$ cat src/hw/rtl/ecg_fwc_pkg.sv
// ----------------------------------------------------------------------------
// ECG FIFO word classifier package
// Types, codes and status bit positions shared by the classifier modules.
// ----------------------------------------------------------------------------
package ecg_fwc_pkg;

    localparam int NUM_COUNTERS = 10;
    localparam int SEL_W        = 4;
    localparam int Q_DEPTH      = 2;   // must be a power of two

    // Event counter indexes.
    localparam int CNT_PLL_SEEN = 0;
    localparam int CNT_PLL_EDGE = 1;
    localparam int CNT_EOVF     = 2;
    localparam int CNT_SAMPLE   = 3;
    localparam int CNT_VALID    = 4;
    localparam int CNT_LAST     = 5;
    localparam int CNT_FAST     = 6;
    localparam int CNT_EMPTY    = 7;
    localparam int CNT_TAG_OVF  = 8;
    localparam int CNT_UNKNOWN  = 9;

    // Status word bit positions.
    localparam int ST_EINT    = 23;
    localparam int ST_EOVF    = 22;
    localparam int ST_DCLOFF  = 20;
    localparam int ST_PLL     = 7;
    localparam int ST_LDOFF_PH = 3;
    localparam int ST_LDOFF_PL = 2;
    localparam int ST_LDOFF_NH = 1;
    localparam int ST_LDOFF_NL = 0;

    // FIFO word tags.
    localparam logic [2:0] TAG_VALID      = 3'd0;
    localparam logic [2:0] TAG_FAST       = 3'd1;
    localparam logic [2:0] TAG_VALID_LAST = 3'd2;
    localparam logic [2:0] TAG_FAST_LAST  = 3'd3;
    localparam logic [2:0] TAG_EMPTY      = 3'd6;
    localparam logic [2:0] TAG_OVF        = 3'd7;

    typedef enum logic [1:0] {
        CMD_STATUS = 2'd0,
        CMD_FIFO   = 2'd1,
        CMD_READ   = 2'd2,
        CMD_NONE   = 2'd3
    } t_cmd;

    typedef enum logic [2:0] {
        KIND_VALID   = 3'd0,
        KIND_FAST    = 3'd1,
        KIND_EMPTY   = 3'd2,
        KIND_OVF     = 3'd3,
        KIND_UNKNOWN = 3'd4,
        KIND_INFO    = 3'd5
    } t_kind;

    typedef enum logic [1:0] {
        LEAD_UNKNOWN = 2'd0,
        LEAD_ON      = 2'd1,
        LEAD_OFF     = 2'd2
    } t_lead;

    // Decoded word handed from the front to the back.
    typedef struct packed {
        t_cmd                    cmd;
        t_kind                   kind;
        logic                    sample_valid;
        logic signed [15:0]      sample;
        logic                    end_burst;
        logic                    fifo_reset_request;
        logic                    eint;
        logic [NUM_COUNTERS-1:0] bump;
        logic                    pll;
        logic                    lead_off;
        logic [2:0]              lead_flags;  // {dc, negative, positive}
        logic [SEL_W-1:0]        sel;
    } t_op;

    typedef struct packed {
        t_kind              kind;
        logic               sample_valid;
        logic signed [15:0] sample;
        logic               end_burst;
        logic               fifo_reset_request;
        logic               eint;
        t_lead              lead_state;
        logic               positive_off;
        logic               negative_off;
        logic               dc_leadoff;
        logic [31:0]        counter_value;
    } t_result;

endpackage

$ cat src/hw/rtl/ecg_fifo_word_classifier.sv
// ----------------------------------------------------------------------------
// ECG FIFO word classifier: decodes front-end status and FIFO words.
// Path: front queue, back-end update, result queue, then the result ports.
// Throughput: one word per cycle unless the full result queue stalls the back end.
// Reset: synchronous; queues empty, counters zero, lead state unknown.
// ----------------------------------------------------------------------------
module ecg_fifo_word_classifier
    import ecg_fwc_pkg::*;
#(
    parameter int COUNTER_WIDTH = 32
) (
    input  logic               i_clk,
    input  logic               i_rst_n,
    input  logic               push,
    output logic               full,
    input  logic [1:0]         i_cmd,
    input  logic [23:0]        i_word,
    input  logic [3:0]         i_counter_select,
    output logic               empty,
    input  logic               pop,
    output logic [2:0]         o_kind,
    output logic               o_sample_valid,
    output logic signed [15:0] o_sample,
    output logic               o_end_burst,
    output logic               o_fifo_reset_request,
    output logic               o_eint_seen,
    output logic [1:0]         o_lead_state,
    output logic               o_positive_off,
    output logic               o_negative_off,
    output logic               o_dc_leadoff,
    output logic [31:0]        o_counter_value
);

    t_op     op;
    logic    op_valid;
    logic    op_pop;
    t_result res;

    ecg_fwc_front u_front (
        .i_clk            (i_clk),
        .i_rst_n          (i_rst_n),
        .i_push           (push),
        .i_cmd            (i_cmd),
        .i_word           (i_word),
        .i_counter_select (i_counter_select),
        .o_full           (full),
        .o_op             (op),
        .o_op_valid       (op_valid),
        .i_op_pop         (op_pop)
    );

    ecg_fwc_back #(
        .COUNTER_WIDTH (COUNTER_WIDTH)
    ) u_back (
        .i_clk       (i_clk),
        .i_rst_n     (i_rst_n),
        .i_op        (op),
        .i_op_valid  (op_valid),
        .o_op_pop    (op_pop),
        .o_res       (res),
        .o_res_empty (empty),
        .i_res_pop   (pop)
    );

    assign o_kind               = res.kind;
    assign o_sample_valid       = res.sample_valid;
    assign o_sample             = res.sample;
    assign o_end_burst          = res.end_burst;
    assign o_fifo_reset_request = res.fifo_reset_request;
    assign o_eint_seen          = res.eint;
    assign o_lead_state         = res.lead_state;
    assign o_positive_off       = res.positive_off;
    assign o_negative_off       = res.negative_off;
    assign o_dc_leadoff         = res.dc_leadoff;
    assign o_counter_value      = res.counter_value;

endmodule

$ cat src/hw/rtl/ecg_fwc_fifo.sv
// ----------------------------------------------------------------------------
// ECG FIFO word classifier queue
// Small first-in first-out queue of fixed depth with full and empty flags.
// ----------------------------------------------------------------------------
module ecg_fwc_fifo
    import ecg_fwc_pkg::*;
#(
    parameter int WIDTH = 8
) (
    input  logic             i_clk,
    input  logic             i_rst_n,
    input  logic             i_push,
    input  logic [WIDTH-1:0] i_data,
    output logic             o_full,
    input  logic             i_pop,
    output logic [WIDTH-1:0] o_data,
    output logic             o_empty
);

    localparam int PTR_W = (Q_DEPTH > 1) ? $clog2(Q_DEPTH) : 1;
    localparam int CNT_W = $clog2(Q_DEPTH + 1);

    logic [WIDTH-1:0] r_mem [Q_DEPTH];
    logic [PTR_W-1:0] r_wr_ptr;
    logic [PTR_W-1:0] r_rd_ptr;
    logic [CNT_W-1:0] r_count;
    logic             do_push;
    logic             do_pop;

    assign o_full  = (r_count == CNT_W'(Q_DEPTH));
    assign o_empty = (r_count == '0);
    assign do_push = i_push && !o_full;
    assign do_pop  = i_pop && !o_empty;
    assign o_data  = r_mem[r_rd_ptr];

    always_ff @(posedge i_clk) begin
        if (do_push) begin
            r_mem[r_wr_ptr] <= i_data;
        end
    end

    // Pointers wrap naturally since the depth is a power of two.
    always_ff @(posedge i_clk) begin
        if (!i_rst_n) begin
            r_wr_ptr <= '0;
            r_rd_ptr <= '0;
            r_count  <= '0;
        end else begin
            if (do_push) begin
                r_wr_ptr <= r_wr_ptr + PTR_W'(1);
            end
            if (do_pop) begin
                r_rd_ptr <= r_rd_ptr + PTR_W'(1);
            end
            unique case ({do_push, do_pop})
                2'b10:   r_count <= r_count + CNT_W'(1);
                2'b01:   r_count <= r_count - CNT_W'(1);
                default: r_count <= r_count;
            endcase
        end
    end

endmodule

$ cat src/hw/rtl/ecg_fwc_front.sv
// ----------------------------------------------------------------------------
// ECG FIFO word classifier front end
// Accepts words, decodes status bits and FIFO tags, and queues the decode.
// ----------------------------------------------------------------------------
module ecg_fwc_front
    import ecg_fwc_pkg::*;
(
    input  logic             i_clk,
    input  logic             i_rst_n,
    input  logic             i_push,
    input  logic [1:0]       i_cmd,
    input  logic [23:0]      i_word,
    input  logic [SEL_W-1:0] i_counter_select,
    output logic             o_full,
    output t_op              o_op,
    output logic             o_op_valid,
    input  logic             i_op_pop
);

    t_op                decoded;
    logic [2:0]         tag;
    logic [$bits(t_op)-1:0] queue_out;
    logic               queue_empty;

    assign tag = i_word[5:3];

    always_comb begin
        decoded      = '0;
        decoded.cmd  = t_cmd'(i_cmd);
        decoded.kind = KIND_INFO;
        decoded.sel  = i_counter_select;
        unique case (t_cmd'(i_cmd))
            CMD_STATUS: begin
                decoded.eint = i_word[ST_EINT];
                if (i_word[ST_EOVF]) begin
                    decoded.bump[CNT_EOVF]     = 1'b1;
                    decoded.end_burst          = 1'b1;
                    decoded.fifo_reset_request = 1'b1;
                end
                decoded.pll        = i_word[ST_PLL];
                decoded.lead_flags = {i_word[ST_DCLOFF],
                                      i_word[ST_LDOFF_NH] | i_word[ST_LDOFF_NL],
                                      i_word[ST_LDOFF_PH] | i_word[ST_LDOFF_PL]};
                decoded.lead_off   = i_word[ST_DCLOFF] | (|i_word[ST_LDOFF_PH:ST_LDOFF_NL]);
            end
            CMD_FIFO: begin
                decoded.end_burst = 1'b1;
                unique case (tag)
                    TAG_VALID, TAG_VALID_LAST: begin
                        decoded.kind              = KIND_VALID;
                        decoded.sample_valid      = 1'b1;
                        decoded.sample            = signed'(i_word[23:8]);
                        decoded.bump[CNT_SAMPLE]  = 1'b1;
                        decoded.bump[CNT_VALID]   = 1'b1;
                        decoded.bump[CNT_LAST]    = (tag == TAG_VALID_LAST);
                        decoded.end_burst         = (tag == TAG_VALID_LAST);
                    end
                    TAG_FAST, TAG_FAST_LAST: begin
                        decoded.kind             = KIND_FAST;
                        decoded.bump[CNT_SAMPLE] = 1'b1;
                        decoded.bump[CNT_FAST]   = 1'b1;
                        decoded.bump[CNT_LAST]   = (tag == TAG_FAST_LAST);
                        decoded.end_burst        = (tag == TAG_FAST_LAST);
                    end
                    TAG_EMPTY: begin
                        decoded.kind            = KIND_EMPTY;
                        decoded.bump[CNT_EMPTY] = 1'b1;
                    end
                    TAG_OVF: begin
                        decoded.kind               = KIND_OVF;
                        decoded.bump[CNT_TAG_OVF]  = 1'b1;
                        decoded.bump[CNT_EOVF]     = 1'b1;
                        decoded.fifo_reset_request = 1'b1;
                    end
                    default: begin
                        decoded.kind              = KIND_UNKNOWN;
                        decoded.bump[CNT_UNKNOWN] = 1'b1;
                    end
                endcase
            end
            CMD_READ, CMD_NONE: begin
                decoded.kind = KIND_INFO;
            end
        endcase
    end

    ecg_fwc_fifo #(
        .WIDTH ($bits(t_op))
    ) u_op_queue (
        .i_clk   (i_clk),
        .i_rst_n (i_rst_n),
        .i_push  (i_push),
        .i_data  (decoded),
        .o_full  (o_full),
        .i_pop   (i_op_pop),
        .o_data  (queue_out),
        .o_empty (queue_empty)
    );

    assign o_op       = t_op'(queue_out);
    assign o_op_valid = !queue_empty;

endmodule

$ cat src/hw/rtl/ecg_fwc_back.sv
// ----------------------------------------------------------------------------
// ECG FIFO word classifier back end
// Applies decoded words to the counters and lead state and queues results.
// ----------------------------------------------------------------------------
module ecg_fwc_back
    import ecg_fwc_pkg::*;
#(
    parameter int COUNTER_WIDTH = 32
) (
    input  logic    i_clk,
    input  logic    i_rst_n,
    input  t_op     i_op,
    input  logic    i_op_valid,
    output logic    o_op_pop,
    output t_result o_res,
    output logic    o_res_empty,
    input  logic    i_res_pop
);

    localparam logic [COUNTER_WIDTH-1:0] CNT_ONE = COUNTER_WIDTH'(1);

    logic [COUNTER_WIDTH-1:0] r_cnt [NUM_COUNTERS];
    logic                     r_pll_level;
    t_lead                    r_lead_state;
    logic [2:0]               r_lead_flags;

    logic [NUM_COUNTERS-1:0]  n_bump;
    logic                     n_pll_level;
    t_lead                    n_lead_state;
    logic [2:0]               n_lead_flags;
    t_result                  result;
    logic                     res_full;
    logic [$bits(t_result)-1:0] res_out;

    assign o_op_pop = i_op_valid && !res_full;

    // The PLL edge counter needs the stored level, so both PLL counters are settled here.
    always_comb begin
        n_bump       = i_op.bump;
        n_pll_level  = r_pll_level;
        n_lead_state = r_lead_state;
        n_lead_flags = r_lead_flags;
        if (i_op.cmd == CMD_STATUS) begin
            n_bump[CNT_PLL_SEEN] = i_op.pll;
            n_bump[CNT_PLL_EDGE] = i_op.pll && !r_pll_level;
            n_pll_level          = i_op.pll;
            n_lead_state         = i_op.lead_off ? LEAD_OFF : LEAD_ON;
            n_lead_flags         = i_op.lead_flags;
        end
    end

    always_comb begin
        result                    = '0;
        result.kind               = i_op.kind;
        result.sample_valid       = i_op.sample_valid;
        result.sample             = i_op.sample;
        result.end_burst          = i_op.end_burst;
        result.fifo_reset_request = i_op.fifo_reset_request;
        result.eint               = i_op.eint;
        result.lead_state         = n_lead_state;
        result.positive_off       = n_lead_flags[0];
        result.negative_off       = n_lead_flags[1];
        result.dc_leadoff         = n_lead_flags[2];
        if (i_op.cmd == CMD_READ && i_op.sel < SEL_W'(NUM_COUNTERS)) begin
            result.counter_value = 32'(r_cnt[i_op.sel]);
        end
    end

    always_ff @(posedge i_clk) begin
        if (!i_rst_n) begin
            for (int i = 0; i < NUM_COUNTERS; i++) begin
                r_cnt[i] <= '0;
            end
            r_pll_level  <= 1'b0;
            r_lead_state <= LEAD_UNKNOWN;
            r_lead_flags <= '0;
        end else if (o_op_pop) begin
            for (int i = 0; i < NUM_COUNTERS; i++) begin
                if (n_bump[i]) begin
                    r_cnt[i] <= r_cnt[i] + CNT_ONE;
                end
            end
            r_pll_level  <= n_pll_level;
            r_lead_state <= n_lead_state;
            r_lead_flags <= n_lead_flags;
        end
    end

    ecg_fwc_fifo #(
        .WIDTH ($bits(t_result))
    ) u_res_queue (
        .i_clk   (i_clk),
        .i_rst_n (i_rst_n),
        .i_push  (o_op_pop),
        .i_data  (result),
        .o_full  (res_full),
        .i_pop   (i_res_pop),
        .o_data  (res_out),
        .o_empty (o_res_empty)
    );

    assign o_res = t_result'(res_out);

endmodule

$ cat config.mk
export PLATFORM = sky130hd
export DESIGN_NAME = ecg_fifo_word_classifier
export DESIGN_NICKNAME = d
export VERILOG_FILES = /design/src/hw/rtl/ecg_fwc_pkg.sv /design/src/hw/rtl/ecg_fifo_word_classifier.sv /design/src/hw/rtl/ecg_fwc_fifo.sv /design/src/hw/rtl/ecg_fwc_front.sv /design/src/hw/rtl/ecg_fwc_back.sv
export SDC_FILE = /design/constraint.sdc
export NUM_CORES = 1
export LEC_CHECK = 0
export BUFFER_PORTS_ARGS = -buffer_cell sky130_fd_sc_hd__buf_4
export CORE_MARGIN = 2
export CORE_UTILIZATION = 45
export CTS_BUF_LIST = sky130_fd_sc_hd__clkbuf_4
export DETAILED_ROUTE_END_ITERATION = 6
export GPL_TIMING_DRIVEN = 0
export SLEW_MARGIN = 20
export SYNTH_ARGS = -nofsm -noshare
export SYNTH_HDL_FRONTEND = slang
export SYNTH_SLANG_ARGS = --single-unit
$ cat constraint.sdc
create_clock -name i_clk -period 5.8 [get_ports i_clk]
set_input_delay 0.87 -clock i_clk [delete_from_list [all_inputs] [get_ports i_clk]]
set_output_delay 0.87 -clock i_clk [all_outputs]
set_load 0.02 [all_outputs]
-- Word-level counts from Yosys, hierarchy flattened
Memory sizes are Yosys's and may differ from the RTL's. A register that Yosys moved wholly into a read port is not among the register bits.
Index checks and enable logic that the tools add are counted.
- add/sub/neg operators: 18
- $lt $le $gt $ge: 1
- equal/unequal tests: 13
- mux-type cells: 85
- bitwise gates (word level): 13
- reduce and logical (&&, ||, !) cells: 25
- operators by type and width (kind ; count):
    2-to-1 mux 32 bit ; 11
    adder 32 x 1 -> 32 bit (second input constant) ; 10
    2-to-1 mux 1 bit ; 57
    2-to-1 mux 17 bit ; 2
    bitwise OR 1 bit ; 13
    case mux 2 bit (2 select lines) ; 3
    case mux 3 bit (4 select lines) ; 1
    equality test 2 bit (second input constant) ; 5
    logical NOT 2 bit ; 4
    2-to-1 mux 2 bit ; 4
    OR reduction 4 bit ; 2
    logical AND 1 bit ; 7
    2-to-1 mux 7 bit ; 1
    equality test 2 x 1 -> 1 bit (second input constant) ; 3
    equality test 3 x 2 -> 1 bit (second input constant) ; 2
    equality test 3 bit (second input constant) ; 2
    2-to-1 mux 3 bit ; 2
    case mux 1 bit (2 select lines) ; 3
    OR reduction 6 bit ; 1
    logical NOT 1 bit ; 5
    2-to-1 mux 5 bit ; 1
    adder 1 bit (second input constant) ; 4
    adder 2 x 1 -> 2 bit (second input constant) ; 2
    less-than comparator 4 bit (second input constant) ; 1
    6 further kinds ; 9
- bits in registers: 14
- memory bits (writable): 524
- input port bits: 34
- output and inout port bits: 62
- logic and storage cells: 167
- memories: 3
- memories (memory ; words ; bits a word ; rd ports ; clocked after memory_dff ; wr ports ; line ; RTL):
    u_back.r_cnt ; 10 ; 32 ; 11 ; 0 ; 10 ; ecg_fwc_back.sv:22 ; logic [COUNTER_WIDTH-1:0] r_cnt [NUM_COUNTERS];
    u_back.u_res_queue.r_mem ; 2 ; 60 ; 1 ; 1 ; 1 ; ecg_fwc_fifo.sv:23 ; logic [WIDTH-1:0] r_mem [Q_DEPTH];
    u_front.u_op_queue.r_mem ; 2 ; 42 ; 1 ; 1 ; 1 ; ecg_fwc_fifo.sv:23 ;

-- Depth between registers and ports, before layout
- depth in word-level cells: 8
- gate-level depth with buffers: 8

-- Cells and area by module
A second synthesis with hierarchy kept.
- cells, all modules: 2436
- area, all modules: 29180.5 um^2
- by module, submodules not included (module ; instances ; cells each ; area each (um^2)):
    ecg_fwc_back ; 1 ; 2015 ; 20913.8
    ecg_fwc_fifo (u_back.u_res_queue) ; 1 ; 213 ; 4549.4
    ecg_fwc_fifo (u_front.u_op_queue) ; 1 ; 163 ; 3399.5
    ecg_fwc_front ; 1 ; 45 ; 317.8

-- Worst setup path after synthesis
No wires, ideal clock.
- path type: reg2reg
- start: reg with a tool-made name
- end: mem u_back.r_cnt[1][0] (enable)
- data arrival time: 3810 ps
- required time: 5330 ps
- path slack: 1520 ps
- stages on the path, launching flop included: 6
- period minus slack after synthesis: 4280 ps
- cell sequence: dfxtp_1 buf_4 buf_4 o32ai_2 nand2_1 o31ai_1
- RTL lines (item ; line):
    to (decl) ; ecg_fwc_back.sv:22

==> out/metrics.cfg <==
[global_route]
overflow=0
top_usage_layer=met2
grt_use_met2_pct=38.6
grt_pass1_wl_um=124000
grt_pass1_vias=21000
met3_usage_pct=5.69
grt_max_degree=49
gr-usage-all-layers_pct=25.9
use_met1_pct=36.3
antenna_found_initial=4

[floorplan]
die_area_mm2=0.0643
rows=91
io_pins=96
die_h_um=254
core_area_mm2=0.0616
die_w_um=254
start_util_pct=45.5

[yosys]
synth_seq_cells=536
synth_cells=2682
ys_seq_area_share_pct=56.8
synth_top_area_share_pct=55.7
synth_top_flop_cell=edfxtp_1
synth_cell_type_count=60
yosysMostFrequentCell=edfxtp_1
synth_area_per_cell_um2=10.5
yosysTopAreaCell=edfxtp_1
netlist_area_mm2=0.0280
synthesis.nets=2728
ys.warnings.count=0
synth.area.top_cells=edfxtp_1 (56%), nand2_1 (5.9%), xor2_1 (5.3%), nor2_1 (4.4%), a21oi_1 (3.7%)
synth_commonest_cells=edfxtp_1 (520), nand2_1 (442), nor2_1 (329)
async_flop_share_pct=0
synth_edf_count=520

[critical_path]
crit_fanout=10
r2r_cells=7
critPathArrivalTime_ns=3.15
critical_path_class=flop to output port
end_kind=output port
start_kind=flop
required_ns=4.93
rrSetupSlack_ns=2.19
timing.rr.end=u_back.u_res_queue.r_mem[1][21]

[layout]
layout-drive-gt1-share_pct=16.6
area_delta_synth_final_pct=15.0
finish.net_count=2997

[clock_network]
ctsResizeCount=0
post_cts_buffers=0
clkLatencyLatePin_ns=1.03
cts_made_buffers=150
clk_pin_slew_worst_paths_ns=0.06
cts_tree=built
cts_root_buffer=clkbuf_4
max-clock-path-buffers=3
cts_sinks=536
htreeDepth=4
cts_hold_buf=6

[power]
swShare_pct=38.0
ir_worst_vdd_v=0.000296
netSwitchingPower_w=0.00525
seq_power_share_pct=44.9
p_leak_nw=10.9
p_comb_share_pct=30.6
p_clk_share_pct=24.4
power_w=0.0138
pwr_density_cell_mw_per_mm2=429
internal_power_w=0.00858

[timing]
period_minus_slack_ns=4.02
tns_ns=0
skew_ns=0.0563
worst_pin_slew_ns=1.15
clock.fmax_mhz=249
slew_viol_final=0
final_hold_viol_count=0
rsz0062_at_grt=false
period_share_pct=69.2
setup_viol=0
slew_headroom_pct=23.3

[run]
cap_violations=0

[placement]
placement.io_buffers=94
hpwlAfterDp_um=61500
gp_congestion=1.03

[routing]
drt_first_pass_iters=6
wl_per_cell_um=21.3
vias=22100
viasPerCell=5.67
postRouteAntennaNets=0
drc=0
first_iter_violations=2229
wl_um=82800

[hold_path]
hold_class=primary input to flop
hold_start=i_word[14]
min_delay_path_depth=2
hold_end=u_front.u_op_queue.r_mem[1][26]

[run_status]
status=finished clean

[power by group through the flow]
stage / Sequential [W] / Combinational [W] / Clock (W)
2_1_floorplan: 0.00602 / 0.00249 / 0
3_3_place_gp: 0.00632 / 0.00394 / 0
3_5_place_dp: 0.00626 / 0.00421 / 0
4_1_cts: 0.00619 / 0.00424 / 0.00348
5_1_grt: 0.00632 / 0.00453 / 0.00366
6_report: 0.00622 / 0.00424 / 0.00338
[through the flow]
stage	worst slack, ns	utilization [%]	std cells	instance area, um^2	hold slack (ns)
final	1.78	52.3	3889	32200	0.150
after floorplan	1.52	-	2682	28000	0.434
after CTS	1.67	52.3	3886	32200	0.0268
after detailed placement	2.37	49.2	3630	30300	0.451
after global routing	1.60	52.3	3889	32200	0.0401
after global placement	-0.189	48.4	3613	29800	0.443
[registers in the layout (all words and copies together), names as in the netlist, named ones only]
name / cells
u_back.r_cnt: 320
u_back.r_lead_flags: 3
u_back.r_lead_state: 2
u_back.r_pll_level: 1
u_back.u_res_queue.r_count: 2
u_back.u_res_queue.r_mem: 120
u_back.u_res_queue.r_rd_ptr: 1
u_back.u_res_queue.r_wr_ptr: 1
u_front.u_op_queue.r_count: 2
u_front.u_op_queue.r_mem: 80
u_front.u_op_queue.r_rd_ptr: 1
u_front.u_op_queue.r_wr_ptr: 1
[layout by cell type (no fill, tap or decap), types with 48 or more instances in the layout]
| cell type | synthesis | final |
|---|---|---|
| o21ai_0 | 92 | 83 |
| nand4_1 | 87 | 87 |
| clkbuf_1 | 90 | 88 |
| mux2_2 | 91 | 91 |
| nand3_1 | 123 | 123 |
| nand2_1 | 442 | 442 |
| a21oi_1 | 207 | 207 |
| nor4_1 | 53 | 53 |
| nor2_1 | 329 | 327 |
| edfxtp_1 | 520 | 520 |
| buf_4 | 3 | 97 |
| clkbuf_4 | 0 | 200 |
| xor2_1 | 170 | 170 |
| and3_1 | 49 | 48 |
| xnor2_1 | 88 | 88 |
[metal layers]
layer | vias to the layer above | share of wire, %
met5 | - | 0
met4 | 0 | 3.6
met3 | 164 | 8.4
met2 | 914 | 44
met1 | 10700 | 44
li1 | 10300 | -
[critical path: stages, from the launching register on]
cell and delay [ns]:
dfxtp_1 0.32, clkbuf_1 0.50, clkbuf_1 0.71, mux2_2 0.46, buf_4 0.17
[how the worst max path moves through the flow]
| stage | from | to | slack [ns] | cells past startpoint |
|---|---|---|---|---|
| CTS | flop | o_counter_value[31] | 1.67 | 4 |
| global route | flop | o_counter_value[30] | 1.60 | 4 |
| detailed placement | flop | u_back.u_res_queue.r_mem[0][17] | 2.37 | 8 |
| floorplan | flop | u_back.r_cnt[1][0] | 1.52 | 5 |
| global placement | flop | u_back.r_cnt[1][22] | -0.19 | 5 |
| finish | flop | o_counter_value[30] | 1.78 | 4 |
[layout make-up]
type	instances	area [um^2]
multi-input combinational	1975	11500
inverter	40	150
antenna	3	7.51
clock buffer	200	1500
fill	5614	29400
buffer	131	546
tap	837	1050
timing repair buffer	117	1170
clock inverter	50	323
sequential	536	15900
[cells by family (layout without fill, tap and decap cells)]
| logic type | count (synthesis) | after routing | share of synthesized area (%) |
|---|---|---|---|
| XOR/XNOR | 258 | 258 | 8.06 |
| AND/OR/NAND/NOR | 1276 | 1276 | 21.7 |
| AO/OA/AOI/OAI | 320 | 320 | 5.98 |
| flip-flops | 536 | 536 | 56.8 |
| other | 0 | 3 | 0 |
| adder cells (fa/ha/maj) | 12 | 12 | 0.536 |
| multiplexers | 109 | 109 | 4.39 |
| buffers and inverters | 171 | 538 | 2.47 |
Power figures use the tool's default switching activity.
